File: src/rtl/first_fit_range_allocator_macros.svh
// Assertion macros for the first-fit range allocator.
// Used by the top level; needs a clock named clk and a reset named rst_n in scope.
`ifndef FIRST_FIT_RANGE_ALLOCATOR_MACROS_SVH
`define FIRST_FIT_RANGE_ALLOCATOR_MACROS_SVH
`ifndef ASSERT_OFF
`define FFRA_ASSERT(label, prop, msg) \
    label: assert property (@(posedge clk) disable iff (!rst_n) prop) else $error(msg);
`define FFRA_NEVER(label, expr, msg) \
    label: assert property (@(posedge clk) disable iff (!rst_n) !(expr)) else $error(msg);
`else
`define FFRA_ASSERT(label, prop, msg)
`define FFRA_NEVER(label, expr, msg)
`endif
`endif

File: src/rtl/ffra_pkg.sv
// Shared types and constants of the first-fit range allocator.
// No dependencies; used by the controller, the datapath and the top level.
`default_nettype none
package ffra_pkg;
    localparam int SLOT_BITS = 20;
    localparam int MAX_EXTENTS_DEF = 32;
    localparam int OFF_W = 20;
    localparam int CNT_W = 21;
    localparam int SUM_W = 22;
    localparam logic [SUM_W-1:0] SLOT_LIMIT = SUM_W'(1) << SLOT_BITS;
    localparam logic [CNT_W-1:0] TARGET_RESET = 21'd1024;
    localparam logic [CNT_W-1:0] VIEW_RESET = 21'd65536;

    // Configuration register indexes.
    localparam logic [1:0] CFG_TARGET = 2'd0;
    localparam logic [1:0] CFG_VIEW = 2'd1;

    typedef enum logic [2:0] {
        ST_OK, ST_NOFIT, ST_DOUBLE, ST_FULL, ST_ZERO
    } status_t;

    typedef enum logic [3:0] {
        S_IDLE, S_START, S_READ, S_CHECK, S_ALLOC_WR, S_DN_RD, S_DN_WR,
        S_DECIDE, S_UP_CHK, S_UP_WR, S_RESP
    } state_t;

    typedef enum logic [1:0] {RD_IDX, RD_NEXT, RD_PREV} rd_sel_t;

    typedef enum logic [2:0] {
        WR_ALLOC, WR_BOTH, WR_LEFT, WR_RIGHT, WR_NEW, WR_MOVE
    } wr_sel_t;

    typedef struct packed {
        logic    load;
        logic    rd;
        rd_sel_t rd_sel;
        logic    wr;
        wr_sel_t wr_sel;
        logic    idx_inc;
        logic    idx_dec;
        logic    idx_load_n;
        logic    save_left;
        logic    save_pos;
        logic    n_inc;
        logic    n_dec;
        logic    set_status;
        status_t status;
        logic    grant;
        logic    resp;
    } cmd_t;

    typedef struct packed {
        logic zero_cnt;
        logic is_free;
        logic too_far;
        logic n_zero;
        logic idx_last;
        logic fit;
        logic start_le_off;
        logic overlap;
        logic join_l;
        logic join_r;
        logic newlen_zero;
        logic dn_more;
        logic full;
        logic up_more;
        logic out_busy;
    } sts_t;
endpackage
`default_nettype wire

File: src/rtl/ffra_datapath.sv
// Datapath of the allocator: extent memory, counts, request and result registers.
// Depends on ffra_pkg; driven by ffra_controller through cmd_t.
`default_nettype none
module ffra_datapath #(
    parameter int MAX_EXTENTS = ffra_pkg::MAX_EXTENTS_DEF
) (
    input  wire logic                        clk,
    input  wire logic                        rst_n,
    input  wire logic                        cfg_wr_en,
    input  wire logic [1:0]                  cfg_addr,
    input  wire logic [ffra_pkg::CNT_W-1:0]  cfg_wdata,
    input  wire logic                        func,
    input  wire logic                        heap,
    input  wire logic [ffra_pkg::OFF_W-1:0]  range_offset,
    input  wire logic [ffra_pkg::CNT_W-1:0]  range_count,
    input  wire logic                        out_ready,
    input  wire ffra_pkg::cmd_t              cmd,
    output ffra_pkg::sts_t                   sts,
    output logic                             out_valid,
    output logic [2:0]                       status,
    output logic [ffra_pkg::OFF_W-1:0]       granted_offset,
    output logic [ffra_pkg::CNT_W-1:0]       granted_count
);
    import ffra_pkg::*;

    localparam int AW = (MAX_EXTENTS > 1) ? $clog2(MAX_EXTENTS) : 1;
    localparam int CW = $clog2(MAX_EXTENTS + 1);
    localparam int ENT_W = OFF_W + CNT_W;
    localparam int DEPTH = 2 * (2 ** AW);
    localparam logic [CW-1:0] MAX_N = CW'(MAX_EXTENTS);

    logic [ENT_W-1:0] mem [DEPTH];
    logic [ENT_W-1:0] mem_q;

    logic             func_reg, heap_reg;
    logic [OFF_W-1:0] off_reg;
    logic [CNT_W-1:0] cnt_reg;
    logic [CW-1:0]    idx_reg, idx_next, pos_reg;
    logic [CW-1:0]    n_reg [2];
    logic [1:0]       init_reg;
    logic [CNT_W-1:0] size_reg [2];
    logic             rd_init_reg;
    logic [CNT_W-1:0] rd_size_reg;
    logic [OFF_W-1:0] lstart_reg;
    logic [CNT_W-1:0] llen_reg;
    status_t          status_reg;
    logic [OFF_W-1:0] grant_off_reg;
    logic             out_valid_reg;
    status_t          out_status_reg;
    logic [OFF_W-1:0] out_off_reg;
    logic [CNT_W-1:0] out_cnt_reg;

    logic [CW-1:0]    n_cur, idx_p1, idx_m1, raddr_idx, waddr_idx;
    logic [OFF_W-1:0] rd_start;
    logic [CNT_W-1:0] rd_len, newlen, wlen;
    logic [OFF_W-1:0] wstart;
    logic [SUM_W-1:0] off_end, lend;

    // Current heap's count and index neighbors.
    assign n_cur  = n_reg[heap_reg];
    assign idx_p1 = idx_reg + CW'(1);
    assign idx_m1 = idx_reg - CW'(1);

    // Read data; entry zero of a freshly sized heap reads as the whole heap.
    assign rd_start = rd_init_reg ? '0 : mem_q[ENT_W-1:CNT_W];
    assign rd_len   = rd_init_reg ? rd_size_reg : mem_q[CNT_W-1:0];
    assign newlen   = rd_len - cnt_reg;
    assign off_end  = {2'b00, off_reg} + {1'b0, cnt_reg};
    assign lend     = {2'b00, lstart_reg} + {1'b0, llen_reg};

    // Status toward the controller.
    always_comb
    begin
        sts.zero_cnt     = (cnt_reg == '0);
        sts.is_free      = func_reg;
        sts.too_far      = (off_end > SLOT_LIMIT);
        sts.n_zero       = (n_cur == '0);
        sts.idx_last     = (idx_p1 == n_cur);
        sts.fit          = (rd_len >= cnt_reg);
        sts.start_le_off = (rd_start <= off_reg);
        sts.overlap      = ((idx_reg != '0) && (lend > {2'b00, off_reg}))
                        || ((idx_reg < n_cur) && (off_end > {2'b00, rd_start}));
        sts.join_l       = (idx_reg != '0) && (lend == {2'b00, off_reg});
        sts.join_r       = (idx_reg < n_cur) && (off_end == {2'b00, rd_start});
        sts.newlen_zero  = (newlen == '0);
        sts.dn_more      = (idx_p1 < n_cur);
        sts.full         = (n_cur == MAX_N);
        sts.up_more      = (idx_reg > pos_reg);
        sts.out_busy     = out_valid_reg && !out_ready;
    end

    // Addresses and write data.
    always_comb
    begin
        unique case (cmd.rd_sel)
            RD_NEXT: raddr_idx = idx_p1;
            RD_PREV: raddr_idx = idx_m1;
            default: raddr_idx = idx_reg;
        endcase
        waddr_idx = ((cmd.wr_sel == WR_BOTH) || (cmd.wr_sel == WR_LEFT)) ? idx_m1 : idx_reg;
        unique case (cmd.wr_sel)
            WR_ALLOC:
            begin
                wstart = rd_start + cnt_reg[OFF_W-1:0];
                wlen   = newlen;
            end
            WR_BOTH:
            begin
                wstart = lstart_reg;
                wlen   = llen_reg + cnt_reg + rd_len;
            end
            WR_LEFT:
            begin
                wstart = lstart_reg;
                wlen   = llen_reg + cnt_reg;
            end
            WR_RIGHT:
            begin
                wstart = off_reg;
                wlen   = rd_len + cnt_reg;
            end
            WR_NEW:
            begin
                wstart = off_reg;
                wlen   = cnt_reg;
            end
            default:
            begin
                wstart = rd_start;
                wlen   = rd_len;
            end
        endcase
    end

    // Extent memory with registered read.
    always_ff @(posedge clk)
    begin
        if (cmd.wr)
        begin
            mem[{heap_reg, waddr_idx[AW-1:0]}] <= {wstart, wlen};
        end
        if (cmd.rd)
        begin
            mem_q       <= mem[{heap_reg, raddr_idx[AW-1:0]}];
            rd_init_reg <= init_reg[heap_reg] && (raddr_idx == '0);
            rd_size_reg <= size_reg[heap_reg][CNT_W-1] ? SLOT_LIMIT[CNT_W-1:0]
                                                      : size_reg[heap_reg];
        end
    end

    // Request, left neighbor and grant registers.
    always_ff @(posedge clk)
    begin
        if (cmd.load)
        begin
            func_reg <= func;
            heap_reg <= heap;
            off_reg  <= range_offset;
            cnt_reg  <= range_count;
        end
        if (cmd.save_left)
        begin
            lstart_reg <= rd_start;
            llen_reg   <= rd_len;
        end
        if (cmd.save_pos)
        begin
            pos_reg <= idx_reg;
        end
        if (cmd.set_status)
        begin
            status_reg <= cmd.status;
        end
        if (cmd.grant)
        begin
            grant_off_reg <= rd_start;
        end
    end

    // Scan index.
    always_comb
    begin
        priority if (cmd.load)
            idx_next = '0;
        else if (cmd.idx_load_n)
            idx_next = n_cur;
        else if (cmd.idx_inc)
            idx_next = idx_p1;
        else if (cmd.idx_dec)
            idx_next = idx_m1;
        else
            idx_next = idx_reg;
    end

    // Control state: index, counts, sizes, entry-zero flags, result register.
    always_ff @(posedge clk or negedge rst_n)
    begin
        if (!rst_n)
        begin
            idx_reg        <= '0;
            n_reg[0]       <= CW'(1);
            n_reg[1]       <= CW'(1);
            init_reg       <= 2'b11;
            size_reg[0]    <= TARGET_RESET;
            size_reg[1]    <= VIEW_RESET;
            out_valid_reg  <= 1'b0;
            out_status_reg <= ST_OK;
            out_off_reg    <= '0;
            out_cnt_reg    <= '0;
        end
        else
        begin
            idx_reg <= idx_next;
            if (cmd.n_inc)
            begin
                n_reg[heap_reg] <= n_cur + CW'(1);
            end
            else if (cmd.n_dec)
            begin
                n_reg[heap_reg] <= n_cur - CW'(1);
            end
            if (cmd.wr && (waddr_idx == '0))
            begin
                init_reg[heap_reg] <= 1'b0;
            end
            if (cfg_wr_en && ((cfg_addr == CFG_TARGET) || (cfg_addr == CFG_VIEW)))
            begin
                size_reg[cfg_addr[0]] <= cfg_wdata;
                init_reg[cfg_addr[0]] <= 1'b1;
                n_reg[cfg_addr[0]]    <= (cfg_wdata != '0) ? CW'(1) : '0;
            end
            if (cmd.resp)
            begin
                out_valid_reg  <= 1'b1;
                out_status_reg <= status_reg;
                if (!func_reg && (status_reg == ST_OK))
                begin
                    out_off_reg <= grant_off_reg;
                    out_cnt_reg <= cnt_reg;
                end
                else
                begin
                    out_off_reg <= '0;
                    out_cnt_reg <= '0;
                end
            end
            else if (out_ready)
            begin
                out_valid_reg <= 1'b0;
            end
        end
    end

    assign out_valid      = out_valid_reg;
    assign status         = out_status_reg;
    assign granted_offset = out_off_reg;
    assign granted_count  = out_cnt_reg;
endmodule
`default_nettype wire

File: src/rtl/ffra_controller.sv
// Controller of the allocator: sequences scans, shifts and writes.
// Depends on ffra_pkg; drives ffra_datapath through cmd_t and reads sts_t.
`default_nettype none
module ffra_controller (
    input  wire logic           clk,
    input  wire logic           rst_n,
    input  wire logic           in_valid,
    output logic                in_ready,
    input  wire ffra_pkg::sts_t sts,
    output ffra_pkg::cmd_t      cmd
);
    import ffra_pkg::*;

    state_t state_reg, state_next;

    // State register.
    always_ff @(posedge clk or negedge rst_n)
    begin
        if (!rst_n)
        begin
            state_reg <= S_IDLE;
        end
        else
        begin
            state_reg <= state_next;
        end
    end

    // Next state.
    always_comb
    begin
        state_next = state_reg;
        unique case (state_reg)
            S_IDLE:
                if (in_valid) state_next = S_START;
            S_START:
            begin
                priority if (sts.zero_cnt || (sts.is_free && sts.too_far))
                    state_next = S_RESP;
                else if (!sts.n_zero)
                    state_next = S_READ;
                else if (sts.is_free)
                    state_next = S_DECIDE;
                else
                    state_next = S_RESP;
            end
            S_READ:
                state_next = S_CHECK;
            S_CHECK:
            begin
                if (!sts.is_free)
                begin
                    priority if (sts.fit)
                        state_next = S_ALLOC_WR;
                    else if (sts.idx_last)
                        state_next = S_RESP;
                    else
                        state_next = S_READ;
                end
                else
                begin
                    priority if (sts.start_le_off && !sts.idx_last)
                        state_next = S_READ;
                    else
                        state_next = S_DECIDE;
                end
            end
            S_ALLOC_WR:
                state_next = sts.newlen_zero ? S_DN_RD : S_RESP;
            S_DN_RD:
                state_next = sts.dn_more ? S_DN_WR : S_RESP;
            S_DN_WR:
                state_next = S_DN_RD;
            S_DECIDE:
            begin
                priority if (sts.overlap)
                    state_next = S_RESP;
                else if (sts.join_l && sts.join_r)
                    state_next = S_DN_RD;
                else if (sts.join_l || sts.join_r || sts.full)
                    state_next = S_RESP;
                else
                    state_next = S_UP_CHK;
            end
            S_UP_CHK:
                state_next = sts.up_more ? S_UP_WR : S_RESP;
            S_UP_WR:
                state_next = S_UP_CHK;
            S_RESP:
                if (!sts.out_busy) state_next = S_IDLE;
            default:
                state_next = S_IDLE;
        endcase
    end

    // Commands.
    always_comb
    begin
        cmd        = '0;
        cmd.rd_sel = RD_IDX;
        cmd.wr_sel = WR_MOVE;
        cmd.status = ST_OK;
        in_ready   = 1'b0;
        unique case (state_reg)
            S_IDLE:
            begin
                in_ready = 1'b1;
                cmd.load = in_valid;
            end
            S_START:
            begin
                cmd.set_status = 1'b1;
                priority if (sts.zero_cnt)
                    cmd.status = ST_ZERO;
                else if (sts.is_free && sts.too_far)
                    cmd.status = ST_DOUBLE;
                else if (sts.n_zero && !sts.is_free)
                    cmd.status = ST_NOFIT;
                else
                    cmd.status = ST_OK;
            end
            S_READ:
                cmd.rd = 1'b1;
            S_CHECK:
            begin
                if (!sts.is_free)
                begin
                    if (!sts.fit)
                    begin
                        cmd.idx_inc    = 1'b1;
                        cmd.set_status = sts.idx_last;
                        cmd.status     = ST_NOFIT;
                    end
                end
                else if (sts.start_le_off)
                begin
                    cmd.save_left = 1'b1;
                    cmd.idx_inc   = 1'b1;
                end
            end
            S_ALLOC_WR:
            begin
                cmd.grant  = 1'b1;
                cmd.wr     = !sts.newlen_zero;
                cmd.wr_sel = WR_ALLOC;
            end
            S_DN_RD:
            begin
                cmd.rd     = sts.dn_more;
                cmd.rd_sel = RD_NEXT;
                cmd.n_dec  = !sts.dn_more;
            end
            S_DN_WR:
            begin
                cmd.wr      = 1'b1;
                cmd.wr_sel  = WR_MOVE;
                cmd.idx_inc = 1'b1;
            end
            S_DECIDE:
            begin
                cmd.save_pos = 1'b1;
                priority if (sts.overlap)
                begin
                    cmd.set_status = 1'b1;
                    cmd.status     = ST_DOUBLE;
                end
                else if (sts.join_l && sts.join_r)
                begin
                    cmd.wr     = 1'b1;
                    cmd.wr_sel = WR_BOTH;
                end
                else if (sts.join_l)
                begin
                    cmd.wr     = 1'b1;
                    cmd.wr_sel = WR_LEFT;
                end
                else if (sts.join_r)
                begin
                    cmd.wr     = 1'b1;
                    cmd.wr_sel = WR_RIGHT;
                end
                else if (sts.full)
                begin
                    cmd.set_status = 1'b1;
                    cmd.status     = ST_FULL;
                end
                else
                    cmd.idx_load_n = 1'b1;
            end
            S_UP_CHK:
            begin
                if (sts.up_more)
                begin
                    cmd.rd     = 1'b1;
                    cmd.rd_sel = RD_PREV;
                end
                else
                begin
                    cmd.wr     = 1'b1;
                    cmd.wr_sel = WR_NEW;
                    cmd.n_inc  = 1'b1;
                end
            end
            S_UP_WR:
            begin
                cmd.wr      = 1'b1;
                cmd.wr_sel  = WR_MOVE;
                cmd.idx_dec = 1'b1;
            end
            S_RESP:
                cmd.resp = !sts.out_busy;
            default:
                cmd = '0;
        endcase
    end
endmodule
`default_nettype wire

File: src/rtl/first_fit_range_allocator.sv
// First-fit range allocator with coalescing, top level.
// Depends on ffra_pkg, ffra_controller, ffra_datapath and the assertion macro header.
//
// Two heaps each keep a sorted table of free extents in one single-port extent memory
// with a registered read. One item is worked on at a time. An allocate reads entries
// in order, a read and a check per entry, until one fits, then writes it back or
// removes it by shifting later entries down (a read and a write per entry moved). A
// free scans to its place the same way, then merges or shifts later entries up. The
// extents in use in a heap are at most MAX_EXTENTS. Last, the result is handed to the
// output register; that step waits while the previous result still sits unaccepted
// in the output register. A new item is taken while the previous result still waits
// on the output. Writing a heap size resets that heap at once.
`default_nettype none
`include "first_fit_range_allocator_macros.svh"
module first_fit_range_allocator #(
    parameter int MAX_EXTENTS = ffra_pkg::MAX_EXTENTS_DEF
) (
    input  wire logic                       clk,
    input  wire logic                       rst_n,
    input  wire logic                       cfg_wr_en,
    input  wire logic [1:0]                 cfg_addr,
    input  wire logic [ffra_pkg::CNT_W-1:0] cfg_wdata,
    input  wire logic                       in_valid,
    output logic                            in_ready,
    input  wire logic                       func,
    input  wire logic                       heap,
    input  wire logic [ffra_pkg::OFF_W-1:0] range_offset,
    input  wire logic [ffra_pkg::CNT_W-1:0] range_count,
    output logic                            out_valid,
    input  wire logic                       out_ready,
    output logic [2:0]                      status,
    output logic [ffra_pkg::OFF_W-1:0]      granted_offset,
    output logic [ffra_pkg::CNT_W-1:0]      granted_count
);
    import ffra_pkg::*;

    cmd_t cmd;
    sts_t sts;

    // Sequencer.
    ffra_controller u_ctrl (
        .clk      (clk),
        .rst_n    (rst_n),
        .in_valid (in_valid),
        .in_ready (in_ready),
        .sts      (sts),
        .cmd      (cmd)
    );

    // Extent table and result register.
    ffra_datapath #(
        .MAX_EXTENTS (MAX_EXTENTS)
    ) u_dp (
        .clk            (clk),
        .rst_n          (rst_n),
        .cfg_wr_en      (cfg_wr_en),
        .cfg_addr       (cfg_addr),
        .cfg_wdata      (cfg_wdata),
        .func           (func),
        .heap           (heap),
        .range_offset   (range_offset),
        .range_count    (range_count),
        .out_ready      (out_ready),
        .cmd            (cmd),
        .sts            (sts),
        .out_valid      (out_valid),
        .status         (status),
        .granted_offset (granted_offset),
        .granted_count  (granted_count)
    );

    // Checks on the sequencing and the results.
    `FFRA_ASSERT(a_one_item, (in_valid && in_ready) |=> !in_ready, "second item taken while busy")
    `FFRA_NEVER(a_rd_wr, cmd.rd && cmd.wr, "extent memory read and written in one cycle")
    `FFRA_ASSERT(a_grant_ok, (out_valid && (|granted_count)) |-> (status == ST_OK), "bad grant")
    `FFRA_NEVER(a_cnt_both, cmd.n_inc && cmd.n_dec, "extent count raised and lowered together")
endmodule
`default_nettype wire

File: config.mk
export PLATFORM = sky130hd
export DESIGN_NAME = first_fit_range_allocator
export DESIGN_NICKNAME = d
export VERILOG_FILES = /design/src/rtl/ffra_pkg.sv /design/src/rtl/ffra_datapath.sv /design/src/rtl/ffra_controller.sv /design/src/rtl/first_fit_range_allocator.sv
export VERILOG_INCLUDE_DIRS = /design/src /design/src/rtl
export SDC_FILE = /design/constraint.sdc
export NUM_CORES = 2
export LEC_CHECK = 0
export ABC_AREA = 0
export BUFFER_PORTS_ARGS = -buffer_cell sky130_fd_sc_hd__buf_4
export CORE_MARGIN = 2
export CORE_UTILIZATION = 65
export CTS_CLUSTER_DIAMETER = 50
export DETAILED_ROUTE_END_ITERATION = 7
export GPL_TIMING_DRIVEN = 0
export PLACE_DENSITY_LB_ADDON = 0.05
export SETUP_SLACK_MARGIN = 0.1
export SYNTH_ARGS = -nofsm -noshare
export SYNTH_HDL_FRONTEND = slang
export SYNTH_SLANG_ARGS = --single-unit
File: constraint.sdc
create_clock -name clk -period 15.9 [get_ports clk]
set_clock_uncertainty 0.05 [all_clocks]
set_input_delay 1.59 -clock clk [delete_from_list [all_inputs] [get_ports clk]]
set_output_delay 1.59 -clock clk [all_outputs]
set_load 0.01 [all_outputs]
# Yosys cells after proc, flatten, opt, wreduce, memory -nomap -nowiden
# Memories as Yosys holds them, arrays and structs flattened. A register that Yosys moved wholly into a read port is not among the register bits.
# Index checks and enable logic that the tools add are counted.
totals:
  register_bits: 246
  word_cells: 228
  n_memories: 1
  input_bits: 71
  output_inout_bits: 46
  mem_bits_rw: 2624
mem_list:
  columns: ["name", "depth", "word_bits", "rd", "rd_clocked_by_memory_dff", "wr", "line_no", "source"]
  rows:
  - ["u_dp.mem", 64, 41, 1, 1, 1, "ffra_datapath.sv:32", "logic [ENT_W-1:0] mem [DEPTH];"]
classes:
  order_cmp: 16
  reduce_logical: 47
  n_bitwise: 5
  muxes: 102
  eq_ne: 23
  addsub: 11
op_table:
  columns: ["cell", "n"]
  rows:
  - ["21-bit two-way mux", 7]
  - ["21-bit case mux with 5 select lines", 1]
  - ["4-bit two-way mux", 24]
  - ["21-bit adder", 3]
  - ["6-bit two-way mux", 10]
  - ["20-bit case mux with 3 select lines", 1]
  - ["20-bit by 21-bit adder with 22-bit output", 2]
  - ["22-bit by 20-bit == test with 1-bit output", 2]
  - ["22-bit by 20-bit > comparator with 1-bit output", 2]
  - ["4-bit case mux with 11 select lines", 1]
  - ["42-bit bitwise mux", 1]
  - ["21-bit zero test", 2]
  - ["20-bit two-way mux", 2]
  - ["12-bit bitwise mux", 3]
  - ["12-bit two-way mux", 3]
  - ["1-bit two-way mux", 30]
  - ["22-bit by 21-bit > comparator with 1-bit output (second input constant)", 1]
  - ["21-bit demux with 1-bit select", 1]
  - ["21-bit >= comparator", 1]
  - ["21-bit nonzero test", 1]
  - ["21-bit subtractor", 1]
  - ["20-bit adder", 1]
  - ["20-bit <= comparator", 1]
  - ["4-bit case mux with 5 select lines", 1]
  - ["46 further kinds", 102]

# Longest topological paths before layout
logic_depth:
  word_depth: 19
  depth_mapped: 42
  depth_no_buf: 42

# By module
# From an unflattened synthesis, not the netlist that was laid out.
hier_totals:
  cells_unflattened: 6899
  area_unflattened_um2: 121768.0
modules_own_cells:
  columns: ["mod", "seq_area_each_um2", "area_each_um2", "cells_per_inst", "n_inst"]
  rows:
  - ["ffra_datapath", 86765.7, 120972.3, 6781, 1]
  - ["ffra_controller", 100.1, 795.8, 118, 1]

# Worst setup path before layout
# OpenSTA, ideal clock, no wires.
synth_timing:
  path_kind: "reg2reg"
  start: "register u_dp.cnt_reg[1]"
  end: "memory u_dp.mem[0][20] (netlist name) (data pin)"
  path_stages_with_launch: 39
  n_path_buf: 0
  arrival_time_ns: 9.390
  period_less_slack_ns: 10.009
  required_time_ns: 15.281
  path_slack_ns: 5.891
  setup_ns: 0.569
  path_cell_list: "edfxtp_1 -> inv_1 -> fa_1 -> nand2b_1 -> a21oi_1 -> o221ai_2 -> o31ai_1 -> o21a_1 -> o21ai_0 -> a21boi_0 -> nor2_1 -> ha_1 -> nand2_1 -> nor2_1 -> nand3_1 -> nor2_1 -> nand3_1 -> ha_1 -> [3 not listed] -> nand2_1 -> nor2_1 -> mux2_2 -> ha_1 -> inv_1 -> fa_1 -> nand2b_1 -> a21boi_0 -> o21ai_0 -> a21oi_1 -> a211o_1 -> a21oi_1 -> o21ai_0 -> a211o_1 -> a31o_2 -> or3_1 -> a31oi_1 -> a2bb2oi_1"
synth_via:
  elab_chain_cells: 10
  elab_cells_between_ends: 22
  cone_classes: "5 x add/sub; 1 x order compare; 5 x eq/ne; 6 x mux; 5 x reduce/logical"
synth_lines:
  columns: ["item", "line_no", "source"]
  rows:
  - ["from (decl)", "ffra_datapath.sv:37", "logic [CNT_W-1:0] cnt_reg;"]
  - ["from (signal assigned)", "ffra_datapath.sv:159", "cnt_reg <= range_count;"]
  - ["branches (longest 9 deep; another with 20-bit by 21-bit adder with 22-bit output)", null, null]
  - ["21-bit case mux with 5 select lines (*)", "ffra_datapath.sv:101", "unique case (cmd.wr_sel)"]
  - ["via u_dp.wlen[20]", "ffra_datapath.sv:55", "logic [CNT_W-1:0] rd_len, newlen, wlen;"]
  - ["to (decl)", "ffra_datapath.sv:32", null]
# Mark *: on every way through the listed nets, which the timed path passes.

# Final worst setup path
layout_timing:
  start: "register u_dp.cnt_reg[1]"
  end: "memory u_dp.mem[50][20] (netlist name) (data pin)"
# The elaborated chain is that of the path after synthesis.

==> run metrics <==
count leader, synth edfxtp_1; internal power consumption between 15 and 20 mW; Post-CTS Setup Bufs 0; Post-Synthesis Cell Area 122,000 µm²; pin count of the biggest net entering global routing ~110; Slowest-stage cell, CP edfxtp_1; Filler cells roughly 11,000; GRT Total Usage 38.3%; GRT overflow 0; Peak VDD IR around 0.00018 V; Least-Margin Pin Slew 1.52 ns; Clock Latency Late Sink 0.94 ns; FF+latch count, synth 2,911; die width 437 µm; maxcap violations 3; Max Fclk 83.3 MHz; post-layout min period 12.01 ns; setup tns final 0 ns; area grow syn2layout 14.6%; Logic pwr share 42.7%; drt first pass iters 8; min-delay src u_dp.size_reg[16]; Worst EP arrival ~13 ns; Remaining DRCs 1; Worst-path clk slew 0.06 ns; critical path startpoint category register; flop2flop setup slack between 3 and 4 ns; Leak between 40 and 50 nW; Die H about 440 µm; die area 191,000 µm²; Sw Pwr between 10 and 15 mW; crit-path max FO 32; RD Place Congestion 1.01; ratio of final minimum period to clock period 75.5%; Layout Nets 7,479; Post-CTS Hold Buffers 0; htree depth 5; Max Transition Viols Final 14; Critical path origin u_dp.cnt_reg[1]; vias between 60,000 and 70,000; PD cells 226 nW/µm²; sw frac approximately two fifths; vias in the first global route approximately 68,000; sequential area share after synthesis between 70% and 80%; fraction of registers with async set/reset 3.81%; Starting Density 65.5%; clock share of power a little over a fifth; worst rel slew slack -1.19%; status finished with violations; DPL Wire Length 253 mm; CP Data Required Time 16.58 ns; DP Area 130,000 µm²; failing checks design-rule violations, max-capacitance violations, max-slew violations; first-pass GRT wire length 506 mm; antenna viol nets, final 0; Vias/cell 7.04; Port Buffers 116; antenna violations before repair 38; Crit. End Element register; Final Hold Slack 0.411 ns; wire length per cell between 30 and 40 µm; prevailing post-synth register cell edfxtp_1; worst hold-check path type register to register; drt total wl 362 mm; TritonCTS buffer count roughly 310; CTS tree built; Yosys top cell area share approximately 70%; # rows 158; highest cell delay on the worst timing path 0.78 ns; sequential power share 35.7%; worst reg2reg path startpoint u_dp.cnt_reg[1]; unrepaired setup endpoints after global routing no; CTS Sinks 2,911; clock root cell clkbuf_16; max reg flops 2,624; Setup CP Type register to register; hold violation total from the final report 0; Mapped Avg Cell Area 18.4 µm²; share of cells above drive strength 1 21.9%; core footprint 186,000 µm²; number of synthesized flops with an enable pin 2,800; Final Total Pwr 31.6 mW; PostCTS Resize Cnt 0; largest cells by area after synthesis edfxtp_1, mux4_2, dfrtp_1; CTS max path bufs 4; design area 139,000 µm²; number of distinct library cells after synthesis 101; Cells after Synth roughly 6,600; area leader, netlist edfxtp_1; DRT iter0 DRCs 10,700; Ys Warns 0; Synth top cells by count edfxtp_1, mux4_2, a21oi_1; # setup viols final 0; Ports 117; Mapped Nets just under 7,000
==> area by class of cell <==
cell class,instances,area (µm²),area share [%]
timing repair buffer,284,4270,3.06
clock inverter,153,1180,0.844
multi-input combinational,3232,34000,24.4
tap,2480,3100,2.23
buffer,321,1290,0.929
sequential,2911,86900,62.3
antenna,10,25.0,0.0179
inverter,131,492,0.353
clock buffer,377,8190,5.87
==> kinds of logic (layout without fill, tap and decap cells) <==
group / Yosys count / after routing / share of synthesized area (%)
buffers and inverters: 452 / 1266 / 1.46
other: 0 / 10 / 0
and+or+nand+nor: 1005 / 1005 / 4.07
DFF: 2911 / 2911 / 71.4
xor gates and xnor gates: 103 / 103 / 0.741
AOI/OAI and AO/OA: 961 / 961 / 5.08
muxes: 949 / 949 / 15.0
adders and majority gates: 214 / 214 / 2.24
==> cells in the final DEF (no fill, tap or decap), types with 26 or more instances in the layout <==
cell,count
o211ai_1,27
nand4_1,27
clkbuf_16,318
edfxtp_1,2800
buf_16,43
nand2_1,292
inv_1,128
nor2_4,64
xor2_1,26
buf_12,94
a21o_1,40
a211oi_1,177
nand3_1,53
xnor2_1,77
nor2b_1,188
mux2_2,48
o21a_1,38
mux4_2,697
a21oi_1,306
clkinv_2,46
ha_1,208
dfrtp_1,105
clkbuf_1,267
mux2i_1,201
o21ai_0,155
nor3_1,46
clkinv_1,58
buf_4,125
nand2b_1,44
buf_1,83
nor2_1,164
==> path summary, 6_finish.rpt <==
| check | to | cells after the start |
|---|---|---|
| worst max-delay path | u_dp.mem[50][20] | 39 |
| worst min-delay path | u_dp.size_reg[16] | 2 |
| worst max register to register | u_dp.mem[50][20] | 39 |
| worst min register to register | u_dp.size_reg[16] | 2 |
| max in group asynchronous | u_dp.size_reg[28] | 2 |
| min in group asynchronous | u_dp.granted_count[2] | 1 |
==> through the flow <==
| step | setup slack (ns) | utilization (%) | std cells |
|---|---|---|---|
| 2_1_floorplan | 5.89 | - | 6595 |
| 3_3_place_gp | -1.97 | 67.7 | 9191 |
| 3_5_place_dp | 4.10 | 70.0 | 9357 |
| 4_1_cts | 4.08 | 75.1 | 9887 |
| 5_1_grt | 3.36 | 75.1 | 9891 |
| 6_report | 3.89 | 75.1 | 9899 |
==> routing by layer <==
metal / up-vias / global-route usage (%) / wire length (µm)
met5: - / 0 / 226
met4: 30 / 22.5 / 25800
met3: 974 / 10.2 / 44300
met2: 4724 / 56.8 / 163000
met1: 35900 / 52.1 / 129000
li1: 28100 / - / -
==> critical path: cells and delay by family (launching register included) <==
kind	cells	cell delay (ns)
mux	1	0.41
buf+inv	3	0.71
simple gates	11	2.52
compound gates	19	5.58
fa+ha+maj	5	1.61
flops	1	0.78
==> power by group through the flow <==
stage	combinational, mW	sequential, mW	clock, mW
after floorplan	6.68	11.6	0
after global placement	11.6	12.1	0
final	13.5	11.3	6.80
after global routing	14.0	11.3	7.11
after CTS	13.2	11.3	6.83
after detailed placement	13.1	11.4	0
No activity file was read; power rests on OpenSTA's default activity.
